File: config.mk
export PLATFORM = sky130hd
export DESIGN_NAME = utf8_to_utf16_converter_top
export DESIGN_NICKNAME = d
export VERILOG_FILES = /design/src/sv/u8u16_pkg.sv /design/src/sv/u8u16_dec.sv /design/src/sv/utf8_to_utf16_converter_top.sv
export VERILOG_INCLUDE_DIRS = /design/src /design/src/sv
export SDC_FILE = /design/constraint.sdc
export NUM_CORES = 1
export LEC_CHECK = 0
export ABC_AREA = 1
export BUFFER_PORTS_ARGS = -buffer_cell sky130_fd_sc_hd__buf_2
export CAP_MARGIN = 30
export CORE_ASPECT_RATIO = 1.25
export CORE_MARGIN = 2
export CORE_UTILIZATION = 57
export DETAILED_ROUTE_END_ITERATION = 10
export GPL_TIMING_DRIVEN = 0
export PLACE_DENSITY_LB_ADDON = 0.12
export RECOVER_POWER = 25
export SLEW_MARGIN = 20
export SYNTH_ARGS = -nofsm -noshare
export SYNTH_HDL_FRONTEND = slang
export SYNTH_SLANG_ARGS = --single-unit
File: constraint.sdc
create_clock -name i_clk -period 3.25 [get_ports i_clk]
set_input_delay 0.65 -clock i_clk [delete_from_list [all_inputs] [get_ports i_clk]]
set_output_delay 0.65 -clock i_clk [all_outputs]
set_load 0.02 [all_outputs]
File: src/sv/utf8_to_utf16_converter_top_assert.svh
// Assertion macros for the UTF-8 to UTF-16 converter.
// Used by utf8_to_utf16_converter_top; no other dependencies.
`ifndef UTF8_TO_UTF16_CONVERTER_TOP_ASSERT_SVH
`define UTF8_TO_UTF16_CONVERTER_TOP_ASSERT_SVH
`ifndef SYNTHESIS
`define U8U16_ASSERT_SAME(lbl, clk, rstn, ante, cons) \
    lbl: assert property (@(posedge clk) disable iff (!rstn) (ante) |-> (cons)) \
        else $error("u8u16 assertion failed");
`define U8U16_ASSERT_NEXT(lbl, clk, rstn, ante, cons) \
    lbl: assert property (@(posedge clk) disable iff (!rstn) (ante) |=> (cons)) \
        else $error("u8u16 assertion failed");
`else
`define U8U16_ASSERT_SAME(lbl, clk, rstn, ante, cons)
`define U8U16_ASSERT_NEXT(lbl, clk, rstn, ante, cons)
`endif
`endif

File: src/sv/u8u16_pkg.sv
// Types and constants for the UTF-8 to UTF-16 converter.
// No dependencies; used by u8u16_dec and utf8_to_utf16_converter_top.
package u8u16_pkg;

    typedef struct packed {
        logic       action;
        logic [7:0] data_byte;
    } t_in_item;

    typedef struct packed {
        logic [15:0] unit_value;
        logic        unit_valid;
        logic [2:0]  error_code;
    } t_out_item;

    localparam logic       ACT_DATA = 1'b0;
    localparam logic       ACT_END  = 1'b1;

    localparam logic [2:0] ERR_NONE      = 3'd0;
    localparam logic [2:0] ERR_BAD_LEAD  = 3'd1;
    localparam logic [2:0] ERR_BAD_SECOND = 3'd2;
    localparam logic [2:0] ERR_BAD_THIRD = 3'd3;
    localparam logic [2:0] ERR_TRUNC     = 3'd4;

    localparam logic [1:0] LEN_NONE  = 2'd0;
    localparam logic [1:0] LEN_TWO   = 2'd2;
    localparam logic [1:0] LEN_THREE = 2'd3;

    localparam logic [1:0] SEEN_NONE = 2'd0;
    localparam logic [1:0] SEEN_ONE  = 2'd1;
    localparam logic [1:0] SEEN_TWO  = 2'd2;

    localparam logic [2:0] LEAD_TWO   = 3'b110;
    localparam logic [2:0] LEAD_THREE = 3'b111;
    localparam logic [1:0] CONT_TAG   = 2'b10;

    localparam logic [15:0] BOM_NATIVE  = 16'hFEFF;
    localparam logic [15:0] BOM_SWAPPED = 16'hFFFE;

    function automatic logic [15:0] swap16(input logic [15:0] v);
        return {v[7:0], v[15:8]};
    endfunction

endpackage

File: src/sv/u8u16_dec.sv
// Symbol decoder: running symbol state, BOM detection and unit assembly.
// Depends on u8u16_pkg.
module u8u16_dec (
    input  logic                 i_clk,
    input  logic                 i_rst_n,
    input  logic                 i_fire,
    input  u8u16_pkg::t_in_item  i_item,
    output logic                 o_emit,
    output u8u16_pkg::t_out_item o_res
);
    import u8u16_pkg::*;

    logic [15:0] r_partial, n_partial;
    logic [1:0]  r_len, n_len;
    logic [1:0]  r_seen, n_seen;
    logic        r_await, n_await;
    logic        r_swap, n_swap;

    logic        fin;
    logic [15:0] fin_val;
    logic [2:0]  fin_err;
    logic        trunc;
    logic [7:0]  b;

    always_comb begin
        b         = i_item.data_byte;
        n_partial = r_partial;
        n_len     = r_len;
        n_seen    = r_seen;
        n_await   = r_await;
        n_swap    = r_swap;
        fin       = 1'b0;
        fin_val   = '0;
        fin_err   = ERR_NONE;
        trunc     = 1'b0;
        o_emit    = 1'b0;
        o_res     = '0;

        if (i_item.action == ACT_END) begin
            trunc     = (r_len != LEN_NONE);
            n_partial = '0;
            n_len     = LEN_NONE;
            n_seen    = SEEN_NONE;
            n_await   = 1'b1;
            n_swap    = 1'b0;
        end else if (r_len == LEN_NONE) begin
            if (!b[7]) begin
                fin     = 1'b1;
                fin_val = {8'd0, b};
            end else if (b[7:5] == LEAD_TWO) begin
                n_partial = {5'd0, b[4:0], 6'd0};
                n_len     = LEN_TWO;
                n_seen    = SEEN_ONE;
            end else if (b[7:5] == LEAD_THREE) begin
                n_partial = {b[3:0], 12'd0};
                n_len     = LEN_THREE;
                n_seen    = SEEN_ONE;
            end else begin
                fin     = 1'b1;
                fin_err = ERR_BAD_LEAD;
            end
        end else if (b[7:6] == CONT_TAG) begin
            if (r_len == LEN_TWO || r_seen[1]) begin
                fin     = 1'b1;
                fin_val = r_partial | {10'd0, b[5:0]};
            end else begin
                n_partial = r_partial | {4'd0, b[5:0], 6'd0};
                n_seen    = SEEN_TWO;
            end
        end else begin
            fin     = 1'b1;
            fin_val = r_partial;
            fin_err = (r_seen == SEEN_ONE) ? ERR_BAD_SECOND : ERR_BAD_THIRD;
        end

        if (trunc) begin
            o_emit           = 1'b1;
            o_res.error_code = ERR_TRUNC;
        end else if (fin) begin
            n_partial = '0;
            n_len     = LEN_NONE;
            n_seen    = SEEN_NONE;
            if (r_await) begin
                n_await = 1'b0;
                if (fin_val == BOM_NATIVE) begin
                    n_swap = 1'b0;
                end else if (fin_val == BOM_SWAPPED) begin
                    n_swap = 1'b1;
                end else begin
                    o_emit = 1'b1;
                    o_res  = '{unit_value: fin_val, unit_valid: 1'b1, error_code: fin_err};
                end
            end else begin
                o_emit = 1'b1;
                o_res  = '{unit_value: r_swap ? swap16(fin_val) : fin_val,
                           unit_valid: 1'b1, error_code: fin_err};
            end
        end
    end

    always_ff @(posedge i_clk) begin
        if (!i_rst_n) begin
            r_partial <= '0;
            r_len     <= LEN_NONE;
            r_seen    <= SEEN_NONE;
            r_await   <= 1'b1;
            r_swap    <= 1'b0;
        end else if (i_fire) begin
            r_partial <= n_partial;
            r_len     <= n_len;
            r_seen    <= n_seen;
            r_await   <= n_await;
            r_swap    <= n_swap;
        end
    end

endmodule

File: src/sv/utf8_to_utf16_converter_top.sv
// UTF-8 to UTF-16 converter: input register, decoder, output register.
// Depends on u8u16_pkg, u8u16_dec and utf8_to_utf16_converter_top_assert.svh.
// Each accepted beat waits in the input register and is decoded combinationally; its result
// enters the output register when the beat advances, which an output stall can hold off.
// Throughput: one byte per cycle while the output is not stalled; the decoder next-state logic is combinational.
// Reset (synchronous, active low) empties both registers and reopens the BOM check.
module utf8_to_utf16_converter_top (
    input  logic                 i_clk,
    input  logic                 i_rst_n,
    input  logic                 i_in_valid,
    output logic                 o_in_stall,
    input  u8u16_pkg::t_in_item  i_in_item,
    output logic                 o_out_valid,
    input  logic                 i_out_stall,
    output u8u16_pkg::t_out_item o_out_item
);
    import u8u16_pkg::*;
    `include "utf8_to_utf16_converter_top_assert.svh"

    logic      r_in_valid;
    t_in_item  r_in_item;
    logic      r_out_valid;
    t_out_item r_out_item;
    logic      advance;
    logic      dec_emit;
    t_out_item dec_res;

    assign advance     = r_in_valid && (!r_out_valid || !i_out_stall);
    assign o_in_stall  = r_in_valid && !advance;
    assign o_out_valid = r_out_valid;
    assign o_out_item  = r_out_item;

    always_ff @(posedge i_clk) begin
        if (!i_rst_n) begin
            r_in_valid <= 1'b0;
        end else if (i_in_valid && !o_in_stall) begin
            r_in_valid <= 1'b1;
        end else if (advance) begin
            r_in_valid <= 1'b0;
        end
    end

    always_ff @(posedge i_clk) begin
        if (i_in_valid && !o_in_stall) begin
            r_in_item <= i_in_item;
        end
    end

    u8u16_dec u_dec (
        .i_clk   (i_clk),
        .i_rst_n (i_rst_n),
        .i_fire  (advance),
        .i_item  (r_in_item),
        .o_emit  (dec_emit),
        .o_res   (dec_res)
    );

    always_ff @(posedge i_clk) begin
        if (!i_rst_n) begin
            r_out_valid <= 1'b0;
        end else if (advance && dec_emit) begin
            r_out_valid <= 1'b1;
        end else if (!i_out_stall) begin
            r_out_valid <= 1'b0;
        end
    end

    always_ff @(posedge i_clk) begin
        if (advance && dec_emit) begin
            r_out_item <= dec_res;
        end
    end

    `U8U16_ASSERT_SAME(a_trunc_no_unit, i_clk, i_rst_n,
        r_out_valid && (r_out_item.error_code == ERR_TRUNC),
        !r_out_item.unit_valid && (r_out_item.unit_value == 16'd0))
    `U8U16_ASSERT_SAME(a_invalid_is_trunc, i_clk, i_rst_n,
        r_out_valid && !r_out_item.unit_valid, r_out_item.error_code == ERR_TRUNC)
    `U8U16_ASSERT_SAME(a_err_range, i_clk, i_rst_n,
        r_out_valid, r_out_item.error_code <= ERR_TRUNC)
    `U8U16_ASSERT_NEXT(a_in_held, i_clk, i_rst_n,
        r_in_valid && !advance, r_in_valid && $stable(r_in_item))

endmodule

======== Word level (Yosys, flattened, before mapping) ========
Cells that the tools add are included.
storage, ports and cells
  input port bits ......................... 13
  output and inout bits ................... 22
  logic and storage cells ................. 107
  bits in registers ....................... 53
operators by class
  reduce and logical (&&, ||, !) cells .... 14
  bitwise operators ....................... 3
  equality and inequality tests ........... 8
  multiplexer cells ....................... 69
operators with widths
  operator                                                count
  2-to-1 mux 16 bit                                       14
  2-to-1 mux 20 bit                                       3
  equality test 16 bit (second input constant)            2
  2-to-1 mux 2 bit                                        16
  2-to-1 mux 1 bit                                        29
  2-to-1 mux 3 bit                                        6
  bitwise OR 16 x 12 -> 16 bit                            1
  bitwise OR 16 x 6 -> 16 bit                             1
  2-to-1 mux 7 bit                                        1
  equality test 3 bit (second input constant)             2
  equality test 2 bit (second input constant)             2
  logical AND 1 bit                                       4
  zero test 1 bit                                         4
  nonzero test 2 bit                                      2
  equality test 2 x 1 -> 1 bit (second input constant)    1
  zero test 2 bit                                         1
  logical OR 1 bit                                        2
  inequality test 2 x 1 -> 1 bit (second input constant)  1
  OR reduction 2 bit                                      1
  inverter 1 bit                                          1

======== Logic depth before layout (Yosys ltp) ========
Gate-level depths: netlist of run 1.
  depth after elaboration ................. 14
  mapped depth ............................ 16
  depth with buffers taken out ............ 15

======== Hierarchy ========
Synthesis of run 1 repeated with hierarchy kept, for this count alone.
second synthesis, totals
  cells, all modules ...................... 345
  area, all modules ....................... 2766.4 µm²
modules (own cells, without submodules)
  module                       area an instance (µm²)  instances  cells an instance  seq. area each (µm²)
  u8u16_dec                    1789.2                  1          299                440.4
  utf8_to_utf16_converter_top  977.2                   1          46                 910.9

======== Least setup slack after synthesis of run 1 ========
Ideal clock, no wire load.
  kind .................................... register to register
  start ................................... reg r_in_item[6] (netlist name)
  end ..................................... reg r_out_item, in the netlist o_out_item[0] (enable)
  arrival time ............................ 1.901 ns
  path buffers ............................ 0
  required time ........................... 2.875 ns
  stages on the path, launching flop included .. 14
  library setup time ...................... 0.375 ns
  setup slack ............................. 0.974 ns
  period minus slack after synthesis ...... 2.276 ns
  cell sequence ........................... edfxtp_1 nor2_8 nand3_2 nand2_1 nor2_1 nand2_1 nor2_1 nand3_2 nand2_4 nand2_2 nand2_2 nand2_1 nand2_1 inv_1
between the ends
  word-level cells in the longest chain between the ends .. 11
ends and longest elaborated chain
  element                 RTL line                           source
  start, declared         utf8_to_utf16_converter_top.sv:21  t_in_item r_in_item;
  start signal, assigned  utf8_to_utf16_converter_top.sv:45  r_in_item <= i_in_item;
  equality test 2 bit     u8u16_dec.sv:62                    end else if (b[7:6] == CONT_TAG) begin
  2-to-1 mux 16 bit       u8u16_dec.sv:62
  2-to-1 mux 16 bit       u8u16_dec.sv:46                    end else if (r_len == LEN_NONE) begin
  2-to-1 mux 16 bit       u8u16_dec.sv:39                    if (i_item.action == ACT_END) begin
  equality test 16 bit    u8u16_dec.sv:87                    end else if (fin_val == BOM_SWAPPED) begin
  2-to-1 mux 1 bit        u8u16_dec.sv:87
  2-to-1 mux 1 bit        u8u16_dec.sv:85                    if (fin_val == BOM_NATIVE) begin
  2-to-1 mux 1 bit        u8u16_dec.sv:83                    if (r_await) begin
  2-to-1 mux 1 bit *      u8u16_dec.sv:79                    end else if (fin) begin
  2-to-1 mux 1 bit *      u8u16_dec.sv:76                    if (trunc) begin
  logical AND 1 bit *     utf8_to_utf16_converter_top.sv:69  if (advance && dec_emit) begin
  end signal, assigned    utf8_to_utf16_converter_top.sv:70  r_out_item <= dec_res;
  end, declared           utf8_to_utf16_converter_top.sv:23  t_out_item r_out_item;
Mark *: on every way between the ends. The rest lies on a longest branch, timed or not.
A chain may end at the register's enable or synchronous reset.

======== Worst setup path after layout of run 1 ========
  start ................................... reg r_in_item[6] (netlist name)
  end ..................................... reg r_out_item, in the netlist o_out_item[14] (enable)
The elaborated chain is that of the path after synthesis.

==> results of run 1 <==
## per-stage QoR
stage	area [um^2]	hold slack, ns	instances
2_1_floorplan	2640	0.420	313
3_3_place_gp	2890	0.433	405
3_5_place_dp	2890	0.436	405
4_1_cts	2980	0.450	413
5_1_grt	2970	0.463	413
6_report	2970	0.447	413
## worst min-delay path by stage
stage / start / endpoint / slack [ns] / cells past startpoint
6_report: u_dec.r_partial[5]$_SDFFE_PN0P_ / u_dec.r_partial[5]$_SDFFE_PN0P_ / 0.45 / 2
4_1_cts: u_dec.r_partial[5]$_SDFFE_PN0P_ / u_dec.r_partial[5]$_SDFFE_PN0P_ / 0.45 / 2
3_5_place_dp: u_dec.r_partial[5]$_SDFFE_PN0P_ / u_dec.r_partial[5]$_SDFFE_PN0P_ / 0.44 / 2
2_1_floorplan: u_dec.r_partial[5]$_SDFFE_PN0P_ / u_dec.r_partial[5]$_SDFFE_PN0P_ / 0.42 / 2
5_1_grt: u_dec.r_partial[5]$_SDFFE_PN0P_ / u_dec.r_partial[5]$_SDFFE_PN0P_ / 0.46 / 2
3_3_place_gp: u_dec.r_partial[5]$_SDFFE_PN0P_ / u_dec.r_partial[5]$_SDFFE_PN0P_ / 0.43 / 2
## Yosys cell counts, drive strengths merged
| library cell | number | share of area, % |
|---|---|---|
| o21ai | 14 | 2.6 |
| o22ai | 2 | 0.47 |
| clkinv | 2 | 0.33 |
| dfxtp | 24 | 18 |
| buf | 7 | 2.2 |
| edfxtp | 29 | 33 |
| nand2 | 67 | 10 |
| o31ai | 6 | 1.7 |
| inv | 38 | 5.5 |
| a21oi | 26 | 4.9 |
| nand3 | 20 | 5.0 |
| a22oi | 5 | 1.4 |
| nor2 | 49 | 8.4 |
| a211oi | 3 | 1.0 |
| a32oi | 2 | 0.66 |
| nand4 | 3 | 0.71 |
| o211ai | 2 | 0.57 |
| clkbuf | 3 | 0.43 |
| nor3 | 11 | 2.5 |
## kinds of logic after synthesis
group / synth area share (%)
flip-flops: 51.1
buffers and inverters: 8.47
AND/OR/NAND/NOR: 27.0
AO/OA/AOI/OAI: 13.4
## worst max-delay path, delay by kind of cell, from the launching register on
family	cells	cell delay, ns
AO/OA/AOI/OAI	1	0.11
buffers and inverters	2	0.47
flip-flops	1	0.51
AND/OR/NAND/NOR	11	1.22
## sequential cells by signal, summed over array words and instances, names as in the netlist
name / cells
o_out_item: 20
o_out_valid: 1
r_in_item: 9
r_in_valid: 1
u_dec.r_await: 1
u_dec.r_len: 2
u_dec.r_partial: 16
u_dec.r_seen: 2
u_dec.r_swap: 1
## power groups by stage
stage          logic, mW  clock network, mW  registers (mW)
4_1_cts            0.121              0.383           0.733
2_1_floorplan     0.0765                  0           0.757
3_3_place_gp       0.120                  0           0.749
5_1_grt            0.133              0.404           0.736
3_5_place_dp       0.121                  0           0.749
6_report           0.121              0.374           0.734
## final cells by class
type	count	area [um^2]	area share (%)
multi-input cells	210	1070	36.0
clock buffers	8	90.1	3.03
well taps	58	72.6	2.44
flip-flops and latches	53	1350	45.5
repair buffers	34	163	5.48
plain buffers	10	70.1	2.36
inverters	40	154	5.18
## layer usage
layer	GRT usage, %	routed length [um]	share of wire (%)	up-vias
li1	-	-	-	1131
met1	26.9	2350	43	999
met2	39.3	2810	51	70
met3	3.78	235	4.3	9
met4	12.3	116	2.1	0
met5	0	0	0	-
==> out/qor.csv, run 1 <==
metric,value,unit
setup fix buffers added after clock tree synthesis,0,
die outline width,64.9,um
crit path cell chain,inv_2 -> nand2_1 -> nand2_1 -> a21oi_1 -> nor2_2 -> nand2_2 -> nor2_4 -> nand3_2 -> nand2_4 -> nand2_2 -> nand2_2 -> nand2_1 -> nand2_1 -> inv_1,
Hold Crit Class,reg -> reg,
Worst Setup SP,r_in_item[6]$_DFFE_PP_,
GP Congestion,0.898,
RR Startpoint,r_in_item[6]$_DFFE_PP_,
"most common cell after layout, fill and taps aside",nand2_1,
clock latency at the later pin of the worst-skew pair,0.30,ns
drt drc,0,
utilization after layout,67.1,%
distinct cell type count after synthesis,34,
vias post-DR,2209,
summed instance area of the synthesized netlist,2640,um^2
outcome,completed,
site row count,27,
Yosys warning total,0,
Inserted Clock Buffers,5,
minimum setup slack among reg-to-reg paths,0.58,ns
highest fanout seen on the critical path,20,
total routed wirelength,5500,um
final layout net count,367,
pin count of the biggest net entering global routing,21,
root buffer cell,clkbuf_8,
Die Footprint,5200,um^2
post-detailed-route via-to-cell ratio,5.35,
core region area,4430,um^2
buffer levels on the longest clock path,2,
nets in the synthesized netlist,326,
length of the first detailed-routing pass in iterations,5,
number of levels the H-tree was split into,2,
sequential share of power,59.7,%
kind of end point of the critical path,flip-flop,
number of filler cells placed in the layout,395,
critical path capture point,o_out_item[14]$_SDFFCE_PP0P_,
number of DRC markers in iteration 0,163,
overall die height,80.1,um
most frequent cells in the layout,"nand2_1, nor2_1, inv_1",
P&R area growth vs syn,12.3,%
Logic pwr share,9.8,%
Worst EP required,3.20,ns
effective utilization at floorplan,59.7,%
top achievable clock speed,374,MHz
Pwr per Cell Area,414,nW/um^2
slowest CP cell,edfxtp_1,
relative max-transition margin,53.2,%
clock slew at reported path FFs,0.09,ns
share of power burned in the clock network,30.5,%
number of failing setup endpoints in the final timing report,0,
count of inserted antenna diode cells,0,
post-DP HPWL,4270,um
RSZ-0062 raised after global routing,no,
Worst R2R End,o_out_item[14]$_SDFFCE_PP0P_,
final max-slew violation count,0,
LEAKAGE,1.12,nW
TritonCTS clock tree,built,
number of instances resized during post-cts repair,0,
Worst Max-Slew Pin Slew,0.702,ns
delay of the slowest critical-path stage,0.51,ns
vias in the first global route,2020,
port buffer count,34,
Synth Area per Inst,8.45,um^2
sequential element share of the synthesized area,51.1,%
Power Internal,934,uW
fin crit period,2.67,ns
worst-case clock skew,0.00649,ns
kind of launch point of the worst setup path,flip-flop,
maximum vdd drop,391,uV
post-placement setup slack,0.555,ns
most common cell type on the critical path,nand2_1,
first-pass GRT wire length,9090,um
Sw Share,24.0,%
portion of the clock cycle consumed by the worst path in the final layout,82.3,%
CTS sink cnt,53,
cell count of the worst reg-to-reg path,14,
share of cells above drive strength 1,19.7,%
post-route setup slack,0.577,ns
hold buffer count at CTS,0,
per-cell routed wire length,13.3,um
I/O pin total,35,
number of max-cap violations,0,
Total GRT Usage,22.8,%
Detail Route Antenna Nets,0,
number of antenna violations at the first check in global routing,0,
power dissipated by switching net loads,295,uW
"Worst Path Class, Setup",reg -> reg,
register bit count reported by yosys,53,
setup total negative slack,0,ns
power after layout,1.23,mW
gate count of the mapped netlist,313,
sum of overflow across all layers after global routing,0,
critical path data arrival time,2.63,ns
Final Hold Viols,0,
Power figures use the tool's default switching activity.
==> run 2, diff against run 1 <==
--- a/config.mk
+++ b/config.mk
@@ -11,7 +11,7 @@
 export CAP_MARGIN = 30
 export CORE_ASPECT_RATIO = 1.25
 export CORE_MARGIN = 2
-export CORE_UTILIZATION = 57
+export CORE_UTILIZATION = 51
 export DETAILED_ROUTE_END_ITERATION = 10
 export GPL_TIMING_DRIVEN = 0
 export PLACE_DENSITY_LB_ADDON = 0.12
==> constraint.sdc (replaced) <==
create_clock -name i_clk -period 2.45 [get_ports i_clk]
set_input_delay 0.49 -clock i_clk [delete_from_list [all_inputs] [get_ports i_clk]]
set_output_delay 0.49 -clock i_clk [all_outputs]
set_load 0.02 [all_outputs]
==> run 2 against run 1 <==
  * Power grew 32%
  * Sequential power grew 32%
  * Setup slack lost 0.46 ns
  * Sequential cell count is the same
  * Combinational power grew 57%
  * Routed wire length grew 10%
  * Critical endpoint is now o_out_item[12]$_SDFFCE_PP0P_
==> out/qor.csv, run 2 (synthesis results as in run 1) <==
metric,value,unit,change
buffer levels on the longest clock path,2,,unchanged
Total GRT Usage,22.0,%,was 22.8%
pin count of the biggest net entering global routing,16,,was 21
Worst Max-Slew Pin Slew,0.662,ns,was 0.702 ns
LEAKAGE,1.19,nW,was 1.12 nW
P&R area growth vs syn,20.1,%,was 12.3%
root buffer cell,clkbuf_8,,unchanged
Hold Crit Class,in -> reg,,was reg -> reg
core region area,5040,um^2,was 4430 um^2
length of the first detailed-routing pass in iterations,4,,was 5
portion of the clock cycle consumed by the worst path in the final layout,95.1,%,was 82.3%
number of antenna violations at the first check in global routing,0,,unchanged
die outline width,68.4,um,was 64.9 um
port buffer count,34,,unchanged
"most common cell after layout, fill and taps aside",nand2_1,,unchanged
cell count of the worst reg-to-reg path,15,,was 14
outcome,completed,,unchanged
site row count,29,,was 27
TritonCTS clock tree,built,,unchanged
sum of buffers and inverters on the critical path,3,,was 2
vias in the first global route,2027,,was 2020
RR Startpoint,r_in_item[7]$_DFFE_PP_,,was r_in_item[6]$_DFFE_PP_
kind of launch point of the worst setup path,flip-flop,,unchanged
clock slew at reported path FFs,0.09,ns,about the same
per-cell routed wire length,14.0,um,was 13.3 um
delay of the slowest critical-path stage,0.38,ns,was 0.51 ns
Worst R2R End,o_out_item[12]$_SDFFCE_PP0P_,,was o_out_item[14]$_SDFFCE_PP0P_
critical path capture point,o_out_item[12]$_SDFFCE_PP0P_,,was o_out_item[14]$_SDFFCE_PP0P_
stages on the worst setup path,15,,was 14
highest fanout seen on the critical path,8,,was 20
Inserted Clock Buffers,5,,unchanged
share of cells above drive strength 1,26.7,%,was 19.7%
hold buffer count at CTS,0,,unchanged
Worst EP required,2.49,ns,was 3.20 ns
critical path data arrival time,2.37,ns,was 2.63 ns
Final Hold Viols,0,,unchanged
I/O pin total,35,,unchanged
total routed wirelength,6080,um,was 5500 um
post-DP HPWL,4290,um,was 4270 um
clock latency at the later pin of the worst-skew pair,0.31,ns,was 0.30 ns
GP Congestion,0.885,,was 0.898
Detail Route Antenna Nets,0,,unchanged
most frequent cells in the layout,"nand2_1, nor2_1, inv_1, buf_2, edfxtp_1",,"was nand2_1, nor2_1, inv_1"
number of max-cap violations,0,,unchanged
vias post-DR,2300,,was 2209
worst-case clock skew,0.00426,ns,was 0.00649 ns
number of filler cells placed in the layout,455,,was 395
count of inserted antenna diode cells,0,,unchanged
sum of overflow across all layers after global routing,0,,unchanged
number of levels the H-tree was split into,2,,unchanged
"Worst Path Class, Setup",reg -> reg,,unchanged
first-pass GRT wire length,9630,um,was 9090 um
fin crit period,2.33,ns,was 2.67 ns
effective utilization at floorplan,52.4,%,was 59.7%
maximum vdd drop,309,uV,was 391 uV
post-detailed-route via-to-cell ratio,5.31,,was 5.35
slowest CP cell,edfxtp_1,,unchanged
final layout net count,383,,was 367
number of failing setup endpoints in the final timing report,0,,unchanged
Pwr per Cell Area,512,nW/um^2,was 414 nW/um^2
drt drc,0,,unchanged
Die Footprint,5780,um^2,was 5200 um^2
minimum setup slack among reg-to-reg paths,0.12,ns,was 0.58 ns
final max-slew violation count,0,,unchanged
overall die height,84.5,um,was 80.1 um
relative max-transition margin,55.7,%,was 53.2%
number of flip-flops under the largest register name,20,,unchanged
Worst Setup SP,r_in_item[7]$_DFFE_PP_,,was r_in_item[6]$_DFFE_PP_
top achievable clock speed,429,MHz,was 374 MHz
CTS sink cnt,53,,unchanged
hold_ws,0.354,ns,was 0.447 ns
crit path cell chain,buf_6 -> inv_8 -> nor2_8 -> nand3_4 -> nand2_1 -> nor2_4 -> nand2_2 -> nor2_4 -> nand3_2 -> nand2_4 -> nand2_2 -> nand2_4 -> nand2_2 -> nand2_4 -> clkinvlp_4,,was inv_2 -> nand2_1 -> nand2_1 -> a21oi_1 -> nor2_2 -> nand2_2 -> nor2_4 -> nand3_2 -> nand2_4 -> nand2_2 -> nand2_2 -> nand2_1 -> nand2_1 -> inv_1
number of DRC markers in iteration 0,172,,was 163
utilization after layout,63.0,%,was 67.1%
kind of end point of the critical path,flip-flop,,unchanged
cell family with the largest share of critical-path delay,simple AND/OR/NAND/NOR gates,,unchanged
[run 2: timing repair]
action                                  CTS  global route
buffers inserted                          2            11
resized for setup                        10            17
pin swaps                                 1            11
endpoints found under the setup margin   20            20
cloned                                    3             0
[run 2: power breakdown]
group          internal [mW]  leakage (nW)  switching [mW]
logic                 0.0632         0.682           0.127
registers              0.960         0.467          0.0122
clock network          0.193        0.0430           0.272
total                   1.22          1.19           0.411
[run 2: metal layers]
layer | track usage (%) | wire, um
met2 | 37.4 | 3210
met1 | 27.3 | 2460
met3 | 3.62 | 209
met4 | 8.18 | 200
met5 | 0 | 0
[run 2: per-stage QoR]
step	std cells	instance area [um^2]	setup WS (ns)	total power [mW]	setup TNS, ns
floorplan	313	2640	0.174	1.11	0
global placement	409	2890	-0.202	1.15	-4.02
detailed placement	409	2890	-0.230	1.15	-4.58
CTS	422	3040	0.00901	1.62	0
global route	433	3180	-0.0176	1.68	-0.0856
finish	433	3180	0.120	1.63	0
[run 2: final cells by class]
cell class | instances | area, um^2 | share of cell area (%)
timing repair buffer | 47 | 263 | 8.27
clock buffer | 5 | 68.8 | 2.17
buffer | 10 | 77.6 | 2.44
inverter | 40 | 165 | 5.20
clock inverter | 3 | 12.5 | 0.394
multi-input combinational | 210 | 1140 | 35.8
timing repair inverter | 3 | 22.5 | 0.709
tap | 62 | 77.6 | 2.44
sequential | 53 | 1350 | 42.6
[run 2: worst min path at each step]
stage / startpoint / end / slack (ns) / cells after the start
after floorplan: u_dec.r_partial[5]$_SDFFE_PN0P_ / u_dec.r_partial[5]$_SDFFE_PN0P_ / 0.42 / 2
after global placement: u_dec.r_partial[5]$_SDFFE_PN0P_ / u_dec.r_partial[5]$_SDFFE_PN0P_ / 0.44 / 2
after detailed placement: u_dec.r_partial[5]$_SDFFE_PN0P_ / u_dec.r_partial[5]$_SDFFE_PN0P_ / 0.44 / 2
after CTS: i_in_item[3] / r_in_item[3]$_DFFE_PP_ / 0.35 / 1
after global routing: i_in_item[7] / r_in_item[7]$_DFFE_PP_ / 0.34 / 1
final: i_in_item[6] / r_in_item[6]$_DFFE_PP_ / 0.35 / 1
==> run 3, diff against run 2 <==
==> constraint.sdc (replaced) <==
create_clock -name i_clk -period 2.45 [get_ports i_clk]
set_input_delay 0.1225 -clock i_clk [delete_from_list [all_inputs] [get_ports i_clk]]
set_output_delay 0.1225 -clock i_clk [all_outputs]
set_load 0.02 [all_outputs]
==> run 3 against run 2 <==
  * Clock skew about the same
  * Critical path type unchanged
  * First-iteration DRC count increased by 8.1%
  * Core utilization increased by 1.5 points
  * Power increased by 0.63%
  * Global-route usage increased by 0.43 points
  * Design area increased by 2.4%
  * Via count increased by 2.7%
  * Combinational power increased by 5%
  * Sequential cell count unchanged
  * Non-clock buffer count increased by 9
  * Largest power group unchanged
  * Hold slack got worse by 0.29 ns
==> out/qor.csv, run 3 (synthesis results as in run 1) <==
metric,value,unit,change
LEAKAGE,1.20,nW,was 1.19 nW
"Worst Path Class, Setup",reg -> reg,,unchanged
crit path cell chain,buf_6 -> inv_8 -> nor2_8 -> nand3_4 -> nand2_1 -> nor2_4 -> nand2_2 -> nor2_4 -> nand3_2 -> nand2_4 -> nand2_2 -> nand2_4 -> nand2_2 -> nand2_4 -> clkinvlp_4,,unchanged
critical path data arrival time,2.37,ns,about the same
TritonCTS clock tree,built,,unchanged
worst-case clock skew,0.00453,ns,was 0.00426 ns
number of failing setup endpoints in the final timing report,0,,unchanged
final max-slew violation count,0,,unchanged
Worst Max-Slew Pin Slew,0.650,ns,was 0.662 ns
post-detailed-route via-to-cell ratio,5.34,,was 5.31
clock latency at the later pin of the worst-skew pair,0.31,ns,about the same
vias post-DR,2361,,was 2300
total routed wirelength,6210,um,was 6080 um
P&R area growth vs syn,23.0,%,was 20.1%
delay of the slowest critical-path stage,0.38,ns,about the same
vias in the first global route,2102,,was 2027
pin count of the biggest net entering global routing,16,,unchanged
post-DP HPWL,4290,um,unchanged
utilization after layout,64.5,%,was 63.0%
CTS sink cnt,53,,unchanged
site row count,29,,unchanged
length of the first detailed-routing pass in iterations,5,,was 4
outcome,completed,,unchanged
slowest CP cell,edfxtp_1,,unchanged
relative max-transition margin,56.5,%,was 55.7%
final layout net count,392,,was 383
maximum vdd drop,315,uV,was 309 uV
number of levels the H-tree was split into,2,,unchanged
drt drc,0,,unchanged
Worst EP required,2.49,ns,about the same
most frequent cells in the layout,"nand2_1, nor2_1, inv_1",,"was nand2_1, nor2_1, inv_1, buf_2, edfxtp_1"
clock slew at reported path FFs,0.09,ns,about the same
kind of end point of the critical path,flip-flop,,unchanged
effective utilization at floorplan,52.4,%,unchanged
minimum setup slack among reg-to-reg paths,0.12,ns,about the same
number of filler cells placed in the layout,447,,was 455
number of max-cap violations,0,,unchanged
number of antenna violations at the first check in global routing,0,,unchanged
Die Footprint,5780,um^2,unchanged
overall die height,84.5,um,unchanged
port buffer count,34,,unchanged
placed instance area,2890,um^2,unchanged
fin crit period,2.33,ns,about the same
sum of overflow across all layers after global routing,0,,unchanged
count of inserted antenna diode cells,0,,unchanged
share of cells above drive strength 1,23.4,%,was 26.7%
Final Hold Viols,0,,unchanged
die outline width,68.4,um,unchanged
number of DRC markers in iteration 0,186,,was 172
first-pass GRT wire length,9820,um,was 9630 um
area of the multi-input gates,1140,um^2,unchanged
buffer levels on the longest clock path,2,,unchanged
highest fanout seen on the critical path,8,,unchanged
per-cell routed wire length,14.0,um,about the same
Total GRT Usage,22.5,%,was 22.0%
register area,1350,um^2,unchanged
kind of launch point of the worst setup path,flip-flop,,unchanged
top achievable clock speed,428,MHz,was 429 MHz
Detail Route Antenna Nets,0,,unchanged
root buffer cell,clkbuf_8,,unchanged
Hold Crit Class,in -> reg,,unchanged
GP Congestion,0.885,,unchanged
Pwr per Cell Area,503,nW/um^2,was 512 nW/um^2
portion of the clock cycle consumed by the worst path in the final layout,95.3,%,was 95.1%
I/O pin total,35,,unchanged
core region area,5040,um^2,unchanged
Inserted Clock Buffers,5,,unchanged
number of flip-flops under the largest register name,20,,unchanged
"most common cell after layout, fill and taps aside",nand2_1,,unchanged
post-route cell area,3250,um^2,was 3180 um^2
run 3: cell count changes in the layout (fill, tap and decap cells not counted):
| cell | delta |
|---|---|
| clkbuf_1 | +10 |
| dlygate4sd3_1 | +9 |
| buf_2 | -10 |
run 3: area by class of cell:
| class | instances | area share (%) |
|---|---|---|
| timing repair buffer | 56 | 10.5 |
| clock inverter | 3 | 0.385 |
| timing repair inverter | 3 | 0.692 |
| inverter | 40 | 5.08 |
| buffer | 10 | 2.38 |
| clock buffer | 5 | 2.12 |
| sequential | 53 | 41.6 |
| tap | 62 | 2.38 |
| multi-input combinational | 210 | 34.9 |
run 3: timing repair:
item | in CTS | in global routing
gates cloned | 3 | 0
hold endpoints to repair | 9 | 0
endpoints found under the setup margin | 20 | 20
buffers inserted | 2 | 11
pin swaps | 1 | 11
hold buffers | 9 | 0
resized for setup | 10 | 17
run 3: worst paths after layout:
kind	cells past startpoint	from	to
worst max-delay path	15	r_in_item[7]$_DFFE_PP_	o_out_item[12]$_SDFFCE_PP0P_
worst min-delay path	2	i_rst_n	u_dec.r_await$_SDFFE_PN1P_
worst max register to register	15	r_in_item[7]$_DFFE_PP_	o_out_item[12]$_SDFFCE_PP0P_
worst min register to register	2	u_dec.r_partial[0]$_SDFFE_PN0P_	u_dec.r_partial[0]$_SDFFE_PN0P_
run 3: stage by stage:
step	setup WS [ns]	hold WS, ns	total power [mW]	setup TNS, ns	cells
floorplan	0.174	0.221	1.11	0	313
global placement	-0.202	0.299	1.15	-4.02	409
detailed placement	-0.230	0.301	1.15	-4.58	409
CTS	0.00901	0.0558	1.63	0	431
global route	-0.0176	0.0626	1.70	-0.0856	442
finish	0.116	0.0650	1.64	0	442
run 3: worst max-delay path, delay by kind of cell (launching register included):
kind	cells	cell delay [ns]
flip-flops	1	0.38
AND/OR/NAND/NOR	12	1.23
buffers and inverters	3	0.45
run 3: layer usage:
metal	vias to the layer above	wire, um	track usage [%]	part of all wire, %
met5	-	0	0	0
met4	0	199	8.55	3.2
met3	13	246	3.75	4.0
met2	75	3280	38.7	53
met1	1089	2480	27.1	40
li1	1184	-	-	-
run 3: where the power goes:
part	total, mW	leakage (nW)	switching [mW]	internal (mW)
clock network	0.465	0.0430	0.272	0.193
logic	0.200	0.692	0.129	0.0713
registers	0.972	0.467	0.0124	0.960
total	1.64	1.20	0.413	1.22
